<file path="config.mk">
export PLATFORM = sky130hd
export DESIGN_NAME = flow_hash_load_balancer_unit
export DESIGN_NICKNAME = d
export VERILOG_FILES = /design/src/hw/rtl/fhlb_pkg.sv /design/src/hw/rtl/fhlb_front.sv /design/src/hw/rtl/fhlb_queue.sv /design/src/hw/rtl/fhlb_back.sv /design/src/hw/rtl/flow_hash_load_balancer_unit.sv
export VERILOG_INCLUDE_DIRS = /design/src /design/src/hw/rtl
export SDC_FILE = /design/constraint.sdc
export NUM_CORES = 2
export LEC_CHECK = 0
export BUFFER_PORTS_ARGS = -buffer_cell sky130_fd_sc_hd__buf_2
export CAP_MARGIN = 20
export CORE_ASPECT_RATIO = 0.9
export CORE_MARGIN = 5
export CORE_UTILIZATION = 40
export DETAILED_ROUTE_END_ITERATION = 7
export PLACE_DENSITY = 0.6
export SLEW_MARGIN = 20
export SYNTH_ARGS = -nofsm -noshare
export SYNTH_HDL_FRONTEND = slang
export SYNTH_SLANG_ARGS = --single-unit
</file>
<file path="constraint.sdc">
create_clock -name clk_i -period 6.7 [get_ports clk_i]
set_input_delay 0.67 -clock clk_i [delete_from_list [all_inputs] [get_ports clk_i]]
set_output_delay 0.67 -clock clk_i [all_outputs]
set_load 0.01 [all_outputs]
</file>
<file path="src/hw/rtl/flow_hash_load_balancer_unit_defines.svh">
// Assertion macros shared by the flow hash load balancer RTL.
// Each macro expects clk_i and rst_ni to be visible where it is used.
`ifndef FLOW_HASH_LOAD_BALANCER_UNIT_DEFINES_SVH
`define FLOW_HASH_LOAD_BALANCER_UNIT_DEFINES_SVH

// Same-cycle implication, disabled while reset is asserted.
`define FHLB_ASSERT_NOW(label, ante, cons) \
  label: assert property (@(posedge clk_i) disable iff (!rst_ni) (ante) |-> (cons)) \
    else $error("fhlb: same-cycle check failed");

// Next-cycle implication, disabled while reset is asserted.
`define FHLB_ASSERT_NEXT(label, ante, cons) \
  label: assert property (@(posedge clk_i) disable iff (!rst_ni) (ante) |=> (cons)) \
    else $error("fhlb: next-cycle check failed");

`endif

</file>
<file path="src/hw/rtl/fhlb_pkg.sv">
// Shared types and constants for the flow hash load balancer.
// No dependencies; imported by every module of the block.
`default_nettype none

package fhlb_pkg;

  // Multiplicative hash constant applied to the flow value.
  localparam logic [31:0] HASH_MULT = 32'd2654435761;

  // Number of finished-frame descriptors held between front and back.
  localparam int unsigned QUEUE_DEPTH = 4;

  // Configuration register indexes.
  typedef enum logic {
    REG_BALANCE_MODE = 1'b0,
    REG_PORT_COUNT   = 1'b1
  } reg_index_e;

  // One parsed frame, handed from the front to the back.
  typedef struct packed {
    logic [31:0] flow;
    logic [15:0] len;
  } desc_t;

endpackage

`default_nettype wire

</file>
<file path="src/hw/rtl/fhlb_front.sv">
// Front end: takes frame bytes, captures the header fields and builds one
// descriptor per frame. Depends on fhlb_pkg.
`default_nettype none

module fhlb_front (
  input  wire logic          clk_i,
  input  wire logic          rst_ni,
  input  wire logic          in_valid_i,
  output logic               in_ready_o,
  input  wire logic [7:0]    frame_byte_i,
  input  wire logic          frame_end_i,
  input  wire logic          full_i,
  output logic               push_o,
  output fhlb_pkg::desc_t    desc_o
);
  import fhlb_pkg::*;

  localparam logic [15:0] OffTypeHi = 16'd12;
  localparam logic [15:0] OffTypeLo = 16'd13;
  localparam logic [15:0] OffIhl    = 16'd14;
  localparam logic [15:0] OffProto  = 16'd23;
  localparam logic [15:0] OffSrc    = 16'd26;
  localparam logic [15:0] OffDst    = 16'd30;
  localparam logic [15:0] OffEnd    = 16'd34;
  localparam logic [15:0] LenMax    = 16'hFFFF;
  localparam logic [15:0] EthIpv4   = 16'h0800;
  localparam logic [7:0]  ProtoTcp  = 8'd6;
  localparam logic [7:0]  ProtoUdp  = 8'd17;

  logic [15:0] offset_q, offset_d;
  logic [15:0] ether_q, ether_d;
  logic [3:0]  ihl_q, ihl_d;
  logic [7:0]  proto_q, proto_d;
  logic [31:0] src_q, src_d;
  logic [31:0] dst_q, dst_d;
  logic [31:0] ports_q, ports_d;
  logic [15:0] l4_w, l4_diff_w;
  logic [1:0]  port_lane_w;
  logic [31:0] byte_w;
  logic [31:0] hash_w;
  logic        accept_w;

  assign in_ready_o = !full_i;
  assign accept_w   = in_valid_i && in_ready_o;
  assign push_o     = accept_w && frame_end_i;
  assign byte_w     = {24'b0, frame_byte_i};

  // Field capture for the byte at the current offset.
  always_comb begin
    ether_d = ether_q;
    if (offset_q == OffTypeHi) begin
      ether_d = {frame_byte_i, ether_q[7:0]};
    end
    if (offset_q == OffTypeLo) begin
      ether_d = {ether_q[15:8], frame_byte_i};
    end
    ihl_d   = (offset_q == OffIhl) ? frame_byte_i[3:0] : ihl_q;
    proto_d = (offset_q == OffProto) ? frame_byte_i : proto_q;

    src_d = src_q;
    if (offset_q >= OffSrc && offset_q < OffDst) begin
      src_d = src_q | (byte_w << {3'(offset_q - OffSrc), 3'b000});
    end
    dst_d = dst_q;
    if (offset_q >= OffDst && offset_q < OffEnd) begin
      dst_d = dst_q | (byte_w << {3'(offset_q - OffDst), 3'b000});
    end

    // The port pair sits at the start of the transport header; the two
    // 16-bit halves are swapped as they land.
    l4_w        = OffIhl + {10'b0, ihl_d, 2'b00};
    l4_diff_w   = offset_q - l4_w;
    port_lane_w = l4_diff_w[1:0] + 2'd2;
    ports_d     = ports_q;
    if (offset_q >= l4_w && l4_diff_w < 16'd4) begin
      ports_d = ports_q | (byte_w << {port_lane_w, 3'b000});
    end

    offset_d = (offset_q < LenMax) ? offset_q + 16'd1 : LenMax;
  end

  // Flow value of the frame as it stands after this byte.
  always_comb begin
    hash_w = src_d ^ dst_d;
    if (proto_d == ProtoTcp || proto_d == ProtoUdp) begin
      hash_w = hash_w ^ ports_d;
    end
    desc_o.flow = (ether_d == EthIpv4) ? hash_w : 32'b0;
    desc_o.len  = offset_d;
  end

  // Per-frame state, cleared after the last byte.
  always_ff @(posedge clk_i or negedge rst_ni) begin
    if (!rst_ni) begin
      offset_q <= '0;
      ether_q  <= '0;
      ihl_q    <= '0;
      proto_q  <= '0;
      src_q    <= '0;
      dst_q    <= '0;
      ports_q  <= '0;
    end else if (accept_w) begin
      if (frame_end_i) begin
        offset_q <= '0;
        ether_q  <= '0;
        ihl_q    <= '0;
        proto_q  <= '0;
        src_q    <= '0;
        dst_q    <= '0;
        ports_q  <= '0;
      end else begin
        offset_q <= offset_d;
        ether_q  <= ether_d;
        ihl_q    <= ihl_d;
        proto_q  <= proto_d;
        src_q    <= src_d;
        dst_q    <= dst_d;
        ports_q  <= ports_d;
      end
    end
  end

endmodule

`default_nettype wire

</file>
<file path="src/hw/rtl/fhlb_queue.sv">
// Short descriptor queue between the front and back ends.
// Depends on fhlb_pkg for the descriptor type and depth.
`default_nettype none

module fhlb_queue (
  input  wire logic          clk_i,
  input  wire logic          rst_ni,
  input  wire logic          push_i,
  input  fhlb_pkg::desc_t    desc_i,
  output logic               full_o,
  input  wire logic          pop_i,
  output fhlb_pkg::desc_t    desc_o,
  output logic               empty_o
);
  import fhlb_pkg::*;

  localparam int unsigned PtrW = $clog2(QUEUE_DEPTH);
  localparam int unsigned CntW = $clog2(QUEUE_DEPTH + 1);

  desc_t            slots_q [QUEUE_DEPTH];
  logic [PtrW-1:0]  wr_ptr_q, rd_ptr_q;
  logic [CntW-1:0]  count_q;

  assign full_o  = (count_q == CntW'(QUEUE_DEPTH));
  assign empty_o = (count_q == '0);
  assign desc_o  = slots_q[rd_ptr_q];

  // Slot storage.
  always_ff @(posedge clk_i) begin
    if (push_i) begin
      slots_q[wr_ptr_q] <= desc_i;
    end
  end

  // Pointers and fill count.
  always_ff @(posedge clk_i or negedge rst_ni) begin
    if (!rst_ni) begin
      wr_ptr_q <= '0;
      rd_ptr_q <= '0;
      count_q  <= '0;
    end else begin
      if (push_i) begin
        wr_ptr_q <= (wr_ptr_q == PtrW'(QUEUE_DEPTH - 1)) ? '0 : wr_ptr_q + 1'b1;
      end
      if (pop_i) begin
        rd_ptr_q <= (rd_ptr_q == PtrW'(QUEUE_DEPTH - 1)) ? '0 : rd_ptr_q + 1'b1;
      end
      if (push_i && !pop_i) begin
        count_q <= count_q + 1'b1;
      end else if (pop_i && !push_i) begin
        count_q <= count_q - 1'b1;
      end
    end
  end

endmodule

`default_nettype wire

</file>
<file path="src/hw/rtl/fhlb_back.sv">
// Back end: hashes or rotates, reduces modulo the port count bit by bit,
// keeps the running totals and holds the result beat. Depends on fhlb_pkg.
`default_nettype none

module fhlb_back #(
  parameter int unsigned MAX_PORTS = 8,
  localparam int unsigned NW = $clog2(MAX_PORTS + 1)
) (
  input  wire logic          clk_i,
  input  wire logic          rst_ni,
  input  fhlb_pkg::desc_t    desc_i,
  input  wire logic          empty_i,
  output logic               pop_o,
  input  wire logic          mode_i,
  input  wire logic [NW-1:0] ports_i,
  output logic               out_valid_o,
  input  wire logic          out_ready_i,
  output logic [2:0]         chosen_port_o,
  output logic [15:0]        frame_length_o,
  output logic [47:0]        frames_seen_o,
  output logic [47:0]        bytes_seen_o
);
  import fhlb_pkg::*;

  localparam int unsigned RW = NW + 1;

  typedef enum logic [1:0] {
    ST_IDLE,
    ST_MUL,
    ST_DIV,
    ST_DONE
  } state_e;

  state_e          state_q;
  logic [31:0]     flow_q;
  logic [15:0]     len_q;
  logic [31:0]     div_q;
  logic [RW-1:0]   rem_q, rem_d, rem_sh_w;
  logic [4:0]      bit_q;
  logic [31:0]     rotor_q;
  logic [47:0]     frame_tot_q, byte_tot_q;
  logic [31:0]     hash_w;
  logic            load_w;
  logic            out_valid_q;
  logic [2:0]      chosen_q;
  logic [15:0]     len_out_q;
  logic [47:0]     frames_out_q, bytes_out_q;

  assign pop_o          = (state_q == ST_IDLE) && !empty_i;
  assign hash_w         = flow_q * HASH_MULT;
  assign load_w         = (state_q == ST_DONE) && (!out_valid_q || out_ready_i);
  assign out_valid_o    = out_valid_q;
  assign chosen_port_o  = chosen_q;
  assign frame_length_o = len_out_q;
  assign frames_seen_o  = frames_out_q;
  assign bytes_seen_o   = bytes_out_q;

  // One restoring remainder step per cycle, dividend bits taken MSB first.
  always_comb begin
    rem_sh_w = {rem_q[RW-2:0], div_q[31]};
    rem_d    = (rem_sh_w >= {1'b0, ports_i}) ? rem_sh_w - {1'b0, ports_i} : rem_sh_w;
  end

  // Sequencer, counters and the result register.
  always_ff @(posedge clk_i or negedge rst_ni) begin
    if (!rst_ni) begin
      state_q      <= ST_IDLE;
      flow_q       <= '0;
      len_q        <= '0;
      div_q        <= '0;
      rem_q        <= '0;
      bit_q        <= '0;
      rotor_q      <= '0;
      frame_tot_q  <= '0;
      byte_tot_q   <= '0;
      out_valid_q  <= 1'b0;
      chosen_q     <= '0;
      len_out_q    <= '0;
      frames_out_q <= '0;
      bytes_out_q  <= '0;
    end else begin
      // The result register refills from the back end or empties on a taken beat.
      if (load_w) begin
        out_valid_q <= 1'b1;
      end else if (out_ready_i) begin
        out_valid_q <= 1'b0;
      end
      case (state_q)
        ST_IDLE: begin
          if (!empty_i) begin
            flow_q  <= desc_i.flow;
            len_q   <= desc_i.len;
            state_q <= ST_MUL;
          end
        end
        ST_MUL: begin
          // The rotor only moves in round-robin mode.
          if (mode_i) begin
            div_q <= hash_w;
          end else begin
            div_q   <= rotor_q;
            rotor_q <= rotor_q + 32'd1;
          end
          rem_q   <= '0;
          bit_q   <= '0;
          state_q <= ST_DIV;
        end
        ST_DIV: begin
          rem_q <= rem_d;
          div_q <= {div_q[30:0], 1'b0};
          bit_q <= bit_q + 5'd1;
          if (bit_q == 5'd31) begin
            state_q <= ST_DONE;
          end
        end
        ST_DONE: begin
          if (load_w) begin
            chosen_q     <= 3'(rem_q);
            len_out_q    <= len_q;
            frames_out_q <= frame_tot_q + 48'd1;
            bytes_out_q  <= byte_tot_q + {32'b0, len_q};
            frame_tot_q  <= frame_tot_q + 48'd1;
            byte_tot_q   <= byte_tot_q + {32'b0, len_q};
            state_q      <= ST_IDLE;
          end
        end
        default: begin
          state_q <= ST_IDLE;
        end
      endcase
    end
  end

endmodule

`default_nettype wire

</file>
<file path="src/hw/rtl/flow_hash_load_balancer_unit.sv">
// Top level of the flow hash load balancer: configuration port, front end,
// descriptor queue and back end. Depends on fhlb_pkg and the defines header.
//
// Usage:
// - Frame bytes enter on the in channel, one beat per byte, with
//   frame_end_i high on the last byte. One result beat per frame leaves on
//   the out channel: chosen port, frame length and the running totals.
// - The front end takes one byte per cycle while the queue is not full. The
//   back end pops a descriptor, does the hash multiply, runs the bit-serial
//   remainder by the port count one dividend bit per step and loads the result.
// - With the back end idle, the result beat is offered after the frame's push,
//   pop, hash multiply, remainder steps and result load, in that order.
// - A four-entry queue holds finished frames, so frames of 35 bytes or more
//   stream at one byte per cycle; bursts of shorter frames are absorbed
//   until the queue fills, then in_ready_o drops.
// - When the receiver stalls, the result beat holds, the back end finishes
//   the next frame and waits, and the queue fills before the input stalls.
// - Reset clears the frame parser, the queue, the rotor, the totals and the
//   registers (round robin, two ports). Write registers over the APB-style port
//   only while the block is idle; the block does not enforce this. pready is always high.
`default_nettype none

`include "flow_hash_load_balancer_unit_defines.svh"

module flow_hash_load_balancer_unit #(
  parameter int unsigned MAX_PORTS = 8
) (
  input  wire logic        clk_i,
  input  wire logic        rst_ni,
  input  wire logic        psel,
  input  wire logic        penable,
  input  wire logic        pwrite,
  input  wire logic [2:0]  paddr,
  input  wire logic [31:0] pwdata,
  output logic [31:0]      prdata,
  output logic             pready,
  input  wire logic        in_valid_i,
  output logic             in_ready_o,
  input  wire logic [7:0]  frame_byte_i,
  input  wire logic        frame_end_i,
  output logic             out_valid_o,
  input  wire logic        out_ready_i,
  output logic [2:0]       chosen_port_o,
  output logic [15:0]      frame_length_o,
  output logic [47:0]      frames_seen_o,
  output logic [47:0]      bytes_seen_o
);
  import fhlb_pkg::*;

  localparam int unsigned NW = $clog2(MAX_PORTS + 1);

  logic            mode_q;
  logic [3:0]      port_count_q;
  logic [NW-1:0]   ports_w;
  logic            wr_w;
  reg_index_e      reg_w;
  logic            push_w, pop_w, full_w, empty_w;
  desc_t           front_desc_w, back_desc_w;
  logic            out_beat_w;
  logic [47:0]     frames_next_w, bytes_base_w;

  assign pready = 1'b1;
  assign wr_w   = psel && penable && pwrite && pready;
  assign reg_w  = reg_index_e'(paddr[2]);

  // Register file.
  always_ff @(posedge clk_i or negedge rst_ni) begin
    if (!rst_ni) begin
      mode_q       <= 1'b0;
      port_count_q <= 4'd2;
    end else if (wr_w) begin
      case (reg_w)
        REG_BALANCE_MODE: mode_q       <= pwdata[0];
        REG_PORT_COUNT:   port_count_q <= pwdata[3:0];
        default: begin
          mode_q <= mode_q;
        end
      endcase
    end
  end

  // Register read back.
  always_comb begin
    case (reg_w)
      REG_BALANCE_MODE: prdata = {31'b0, mode_q};
      REG_PORT_COUNT:   prdata = {28'b0, port_count_q};
      default:          prdata = '0;
    endcase
  end

  // Ports in use, clamped to two through the maximum.
  always_comb begin
    if (port_count_q < 4'd2) begin
      ports_w = NW'(2);
    end else if (32'(port_count_q) > MAX_PORTS) begin
      ports_w = NW'(MAX_PORTS);
    end else begin
      ports_w = NW'(port_count_q);
    end
  end

  fhlb_front u_front (
    .clk_i        (clk_i),
    .rst_ni       (rst_ni),
    .in_valid_i   (in_valid_i),
    .in_ready_o   (in_ready_o),
    .frame_byte_i (frame_byte_i),
    .frame_end_i  (frame_end_i),
    .full_i       (full_w),
    .push_o       (push_w),
    .desc_o       (front_desc_w)
  );

  fhlb_queue u_queue (
    .clk_i   (clk_i),
    .rst_ni  (rst_ni),
    .push_i  (push_w),
    .desc_i  (front_desc_w),
    .full_o  (full_w),
    .pop_i   (pop_w),
    .desc_o  (back_desc_w),
    .empty_o (empty_w)
  );

  fhlb_back #(
    .MAX_PORTS (MAX_PORTS)
  ) u_back (
    .clk_i          (clk_i),
    .rst_ni         (rst_ni),
    .desc_i         (back_desc_w),
    .empty_i        (empty_w),
    .pop_o          (pop_w),
    .mode_i         (mode_q),
    .ports_i        (ports_w),
    .out_valid_o    (out_valid_o),
    .out_ready_i    (out_ready_i),
    .chosen_port_o  (chosen_port_o),
    .frame_length_o (frame_length_o),
    .frames_seen_o  (frames_seen_o),
    .bytes_seen_o   (bytes_seen_o)
  );

  // Helpers for the total checks below.
  assign out_beat_w    = out_valid_o && out_ready_i;
  assign frames_next_w = frames_seen_o + 48'd1;
  assign bytes_base_w  = bytes_seen_o - {32'b0, frame_length_o};

  // Consecutive result beats carry totals that advance by exactly one frame.
  `FHLB_ASSERT_NEXT(a_frames_step, out_beat_w, !out_valid_o || frames_seen_o == $past(frames_next_w))
  `FHLB_ASSERT_NEXT(a_bytes_step, out_beat_w, !out_valid_o || bytes_base_w == $past(bytes_seen_o))
  // Every frame has at least its last byte.
  `FHLB_ASSERT_NOW(a_len_nonzero, out_valid_o, frame_length_o != 16'd0)

endmodule

`default_nettype wire

</file>
### Word level (Yosys, flattened, before mapping)

Memory sizes are Yosys's and may differ from the RTL's. A register that Yosys moved wholly into a read port is not among the register bits.
Index checks and enable logic that the tools add are counted.

* register bits: 343
* bits in writable memories: 192
* input port bits: 51
* memories kept: 1

* add/subtract/negate cells: 15
* multipliers: 1
* $lt $le $gt $ge: 10
* equal/unequal tests: 17
* shift operators: 3
* mux-type cells: 37
* bitwise gates (word level): 8
* reductions and logical operators: 30

Memories
* u_queue.slots_q: words 4, width 48, rd ports 1, clocked after Yosys merged registers in 1, write ports 1, RTL line fhlb_queue.sv:20 `desc_t slots_q [QUEUE_DEPTH];`

Operators by type and width (number)
* $mux 32: 9
* $pmux 32 s2: 2
* $or 32x32->32: 3
* $mux 16: 5
* $shl 8x6->32: 2
* $xor 32x32->32: 2
* $add 48x1->48 const B: 1
* $add 48x16->48: 1
* $eq 16x4->1 const B: 3
* $add 32x1->32 const B: 1
* $ge 16x5->1 const B: 2
* $mul 32x32->32 const B: 1
* $shl 8x5->32: 1
* $mux 4: 5
* $add 16x1->16 const B: 1
* $eq 16x12->1 const B: 1
* $eq 16x5->1 const B: 1
* $ge 16x7->1: 1
* $lt 16x16->1 const B: 1
* $lt 16x3->1 const B: 1
* $lt 16x5->1 const B: 1
* $lt 16x6->1 const B: 1
* $mux 8: 2
* $sub 16x7->16: 1
* other kinds (35): 72

### Depth between registers and ports, before layout

* depth after elaboration: 11
* mapped depth: 27

### Modules after synthesis

Synthesis repeated with hierarchy kept, for this count alone.

* cells, all modules: 3460
* area, all modules: 37310.8 sq um

By module, submodules not included
* fhlb_back: instances 1, cells each 1977, area each 20073.0 sq um, sequential area each 5980.7 sq um
* fhlb_front: instances 1, cells each 1142, area each 9347.7 sq um, sequential area each 3503.4 sq um
* fhlb_queue: instances 1, cells each 288, area each 7397.1 sq um, sequential area each 5940.7 sq um
* flow_hash_load_balancer_unit: instances 1, cells each 53, area each 493.0 sq um, sequential area each 126.4 sq um

### Worst setup path after synthesis

Ideal clock, no wire load.

* path kind: reg-to-reg
* start point: reg u_back.flow_q[5]
* end point: reg u_back.div_q[30]
* setup time: 0.126 ns
* arrival time: 6.831 ns
* required time: 6.574 ns
* slack: -0.257 ns
* cell stages (with the launch flop): 26
* path buffers: 0
* period minus slack after synthesis: 6.957 ns
* cell sequence: dfrtp_1 inv_1 fa_1 inv_1 fa_1 fa_1 inv_1 fa_1 inv_1 fa_1 inv_1 fa_1 inv_1 fa_1 inv_1 fa_1 inv_1 ha_1 and3_1 nand4_1 a311o_1 a31oi_1 nor3_1 nor3_1 nor2_1 a311o_1

* longest elaborated chain between the ends: 3

Ends and longest elaborated chain
* from (decl): RTL line fhlb_back.sv:35 `logic [31:0] flow_q;`
* from (signal assigned): RTL line fhlb_back.sv:91 `flow_q <= desc_i.flow;`
* $mul 32x32->32: RTL line fhlb_back.sv:50 `assign hash_w = flow_q * HASH_MULT;`
* $mux 32: RTL line fhlb_back.sv:98 `if (mode_i) begin`
* $pmux 32 s2: RTL line fhlb_back.sv:88 `case (state_q)`
* to (signal assigned): RTL line fhlb_back.sv:99 `div_q <= hash_w;`
* to (signal assigned): RTL line fhlb_back.sv:101 `div_q <= rotor_q;`
* to (signal assigned): RTL line fhlb_back.sv:110 `div_q <= {div_q[30:0], 1'b0};`
* to (decl): RTL line fhlb_back.sv:37 `logic [31:0] div_q;`

No other way between the ends.
A chain may end at the register's enable or synchronous reset.

### Final worst setup path

* start point: reg u_back.flow_q[4]
* end point: reg u_back.div_q[30]

The elaborated chain is that of the path after synthesis.

==> results_dict.tcl <==
set metrics [dict create \
    outcome "completed" \
    cts.reportedPaths.clkPinSlew_ns 0.06 \
    critPathLaunch "u_back.flow_q[4]$_DFFE_PN0P_" \
    start_kind "register" \
    hold_path.class "in2reg" \
    synthCells 3403 \
    drt-total-wl_mm 89.0 \
    grt_max_degree 147 \
    vias 25100 \
    fin_crit_ns 6.50 \
    finClkSkew_ns 0.0220 \
    cp_slowest_stage_delay_ns 0.53 \
    cp_max_fo 2 \
    grt_pass1_vias 25200 \
    drt-initial-drc-count 1766 \
    wl_per_cell_um 18.4 \
    io_buffers 141 \
    cts_tree "built" \
    synth_edf_count 192 \
    cts_sinks 583 \
    clk_path_buf_depth 3 \
    maxSlewHeadroom_pct 25.4 \
    critPathKind "reg2reg" \
    rows 105 \
    yosysSeqAreaShare_pct 42.2 \
    synthFlopType "dfrtp_1" \
    design.die.area_sq_mm 0.0983 \
    tns_ns 0 \
    cp-end-kind "register" \
    overflow 0 \
    max_freq_ghz 0.154 \
    core_sq_mm 0.0913 \
    viasPerCell 5.18 \
    root_buffer "clkbuf_16" \
    r2r-start "u_back.flow_q[4]$_DFFE_PN0P_" \
    synthArstFlopShare_pct 67.1 \
    reg2reg_slack_ns 0.20 \
    antenna_cells 0 \
    critical_path_arrival_ns 6.99 \
    remaining_drc_errors 0 \
    ys_ff_latch 583 \
    final_antenna_net_count 0 \
    drtPass1Iterations 7 \
    die_h_um 298 \
    drv_slew 0 \
    tightestPinTransition_ns 1.12 \
    cts_buffers 67 \
    grt_pass1_wl_mm 143 \
    setup_violations 0 \
    seqCellArea_sq_mm 0.0156 \
    drv_cap 0 \
    ys_types 81 \
    drive_gt1_share_pct 16.1 \
    dpl.hpwl_mm 61.5 \
    critPathMostFrequentCell "fa_1" \
    nets 4054 \
    multi_input_comb_area_sq_mm 0.0194 \
    fillers 8439 \
    htree_num_levels 3 \
    postSynthAreaPerCell_sq_um 10.8 \
    cp_slowest_cell "fa_1" \
    io_pins 201 \
    required_ns 7.19 \
    final_cell_mix "379 x dfrtp_1, 374 x inv_1, 302 x nand2_1" \
    yosys_warnings 0 \
    area_delta_synth_final_pct 13.2 \
    initial_core_util_pct 40.4 \
    antenna_found_initial 1 \
    endpoint "u_back.div_q[30]$_DFFE_PN0P_" \
    worstReg2RegEnd "u_back.div_q[30]$_DFFE_PN0P_" \
    grtUsageTotal_pct 18.1 \
    dieWidth_um 330 \
    rsz0062_at_grt "yes" \
    final_common_cell "dfrtp_1" \
    finalWeightedCongestion 0.894 \
    post-route-period-util_pct 96.9 \
    syn_area_sq_mm 0.0368 \
    ff2ff_path_depth 25 \
    finalHoldViolCount 0 \
    clkLatencyLatePin_ns 0.62 \
]
-- worst max-delay path: cells and delay by family (launching register included) --
family	cells	cell delay (ns)
fa+ha+maj	9	4.16
compound gates	3	0.85
flops	1	0.36
buf+inv	8	0.38
simple gates	5	0.62
-- registers in the layout, summed over array words and instances (netlist names), 3 cells and up --
name,cells
u_back.frame_length_o,16
u_queue.slots_q,192
u_front.offset_q,16
u_back.div_q,32
u_front.ports_q,32
u_back.frame_tot_q,48
u_back.chosen_port_o,3
u_back.len_q,16
u_front.ihl_q,4
u_back.flow_q,32
u_back.bit_q,5
u_front.src_q,32
u_back.bytes_seen_o,48
u_front.ether_q,16
u_front.dst_q,32
u_back.rem_q,4
u_front.proto_q,8
u_back.rotor_q,32
u_queue.count_q,3
port_count_q,4
-- per-layer routing --
| metal | global-route usage, % | vias up | part of all wire [%] |
|---|---|---|---|
| li1 | - | 12000 | - |
| met1 | 26.4 | 12500 | 47 |
| met2 | 28.4 | 490 | 46 |
| met3 | 2.35 | 158 | 3.8 |
| met4 | 4.99 | 0 | 2.5 |
| met5 | 0 | - | 0 |
-- cells in the mapped netlist, drive strengths merged, types with 9 or more instances --
| master | n | area, sq um |
|---|---|---|
| inv | 392 | 1470 |
| dfrtp | 390 | 9760 |
| nand2 | 304 | 1140 |
| nor2 | 274 | 1030 |
| ha | 234 | 2930 |
| fa | 208 | 4160 |
| edfxtp | 192 | 5770 |
| o21ai | 178 | 1000 |
| xnor2 | 177 | 1550 |
| clkbuf | 128 | 480 |
| a21oi | 121 | 606 |
| mux2 | 74 | 833 |
| nand3 | 58 | 290 |
| and3 | 56 | 350 |
| buf | 50 | 343 |
| xor2 | 49 | 429 |
| mux4 | 48 | 1080 |
| a31oi | 37 | 231 |
| o311ai | 37 | 324 |
| a2111oi | 34 | 304 |
| nand4 | 33 | 206 |
| o31ai | 30 | 239 |
| nor3 | 27 | 150 |
| a22oi | 26 | 195 |
| mux2i | 25 | 250 |
| a21o | 21 | 158 |
| nand2b | 16 | 100 |
| o21a | 15 | 113 |
| and2 | 14 | 87.6 |
| nor4 | 14 | 118 |
| o22ai | 12 | 75.1 |
| or4 | 12 | 90.1 |
| a211oi | 11 | 82.6 |
| nor2b | 10 | 62.6 |
| or3 | 9 | 56.3 |
-- cell type report --
type | count | share of cell area (%)
Multi-Input combinational cell | 2276 | 46.4
Sequential cell | 583 | 37.3
Clock buffer | 93 | 4.52
Tap cell | 1230 | 3.69
Timing Repair Buffer | 240 | 3.57
Inverter | 393 | 3.54
Clock inverter | 29 | 0.912
-- through the flow --
stage	setup slack, ns	utilization [%]	hold WS [ns]	cell area, sq um	std cells
2_1_floorplan	0.0478	-	0.374	37000	3430
3_3_place_gp	-0.0809	43.0	0.453	39200	4717
3_5_place_dp	-0.0955	43.0	0.457	39200	4717
4_1_cts	-0.0502	45.5	0.253	41500	4840
5_1_grt	-0.0755	45.7	0.280	41700	4844
6_report	0.205	45.7	0.298	41700	4844
-- timing repair --
action	CTS	global route
resized for setup	5	53
hold buffers	1	0
setup endpoints to repair	3	13
cloned	0	0
pin swaps	11	25
buffers inserted	0	4
endpoints found under the hold margin	12	0
-- logic make-up (layout without fill, tap and decap cells) --
group | count (synthesis) | in the layout | synth area share [%]
compound gates | 574 | 574 | 10.3
xor+xnor | 226 | 226 | 5.37
fa+ha+maj | 442 | 442 | 19.2
buf+inv | 571 | 755 | 6.24
flops | 583 | 583 | 42.2
mux | 147 | 147 | 5.87
other cells | 2 | 29 | 0.0204
simple gates | 858 | 858 | 10.8
-- worst min path at each step --
stage                                                        to  slack (ns)                                   from  cells after the start
after global placement    u_back.frame_length_o[12]$_DFFE_PN0P_        0.45  u_back.frame_length_o[12]$_DFFE_PN0P_                      2
final                               port_count_q[1]$_DFFE_PN1P_        0.30                              pwdata[1]                      2
after detailed placement  u_back.frame_length_o[12]$_DFFE_PN0P_        0.46  u_back.frame_length_o[12]$_DFFE_PN0P_                      2
after CTS                           port_count_q[1]$_DFFE_PN1P_        0.25                              pwdata[1]                      2
after floorplan                              mode_q$_DFFE_PN0P_        0.37                                 rst_ni                      0
after global routing                port_count_q[1]$_DFFE_PN1P_        0.28                              pwdata[1]                      2
Power is left out: the tool's default activity adds up to more than one toggle a clock period on the data nets, which glitch-free logic cannot reach.
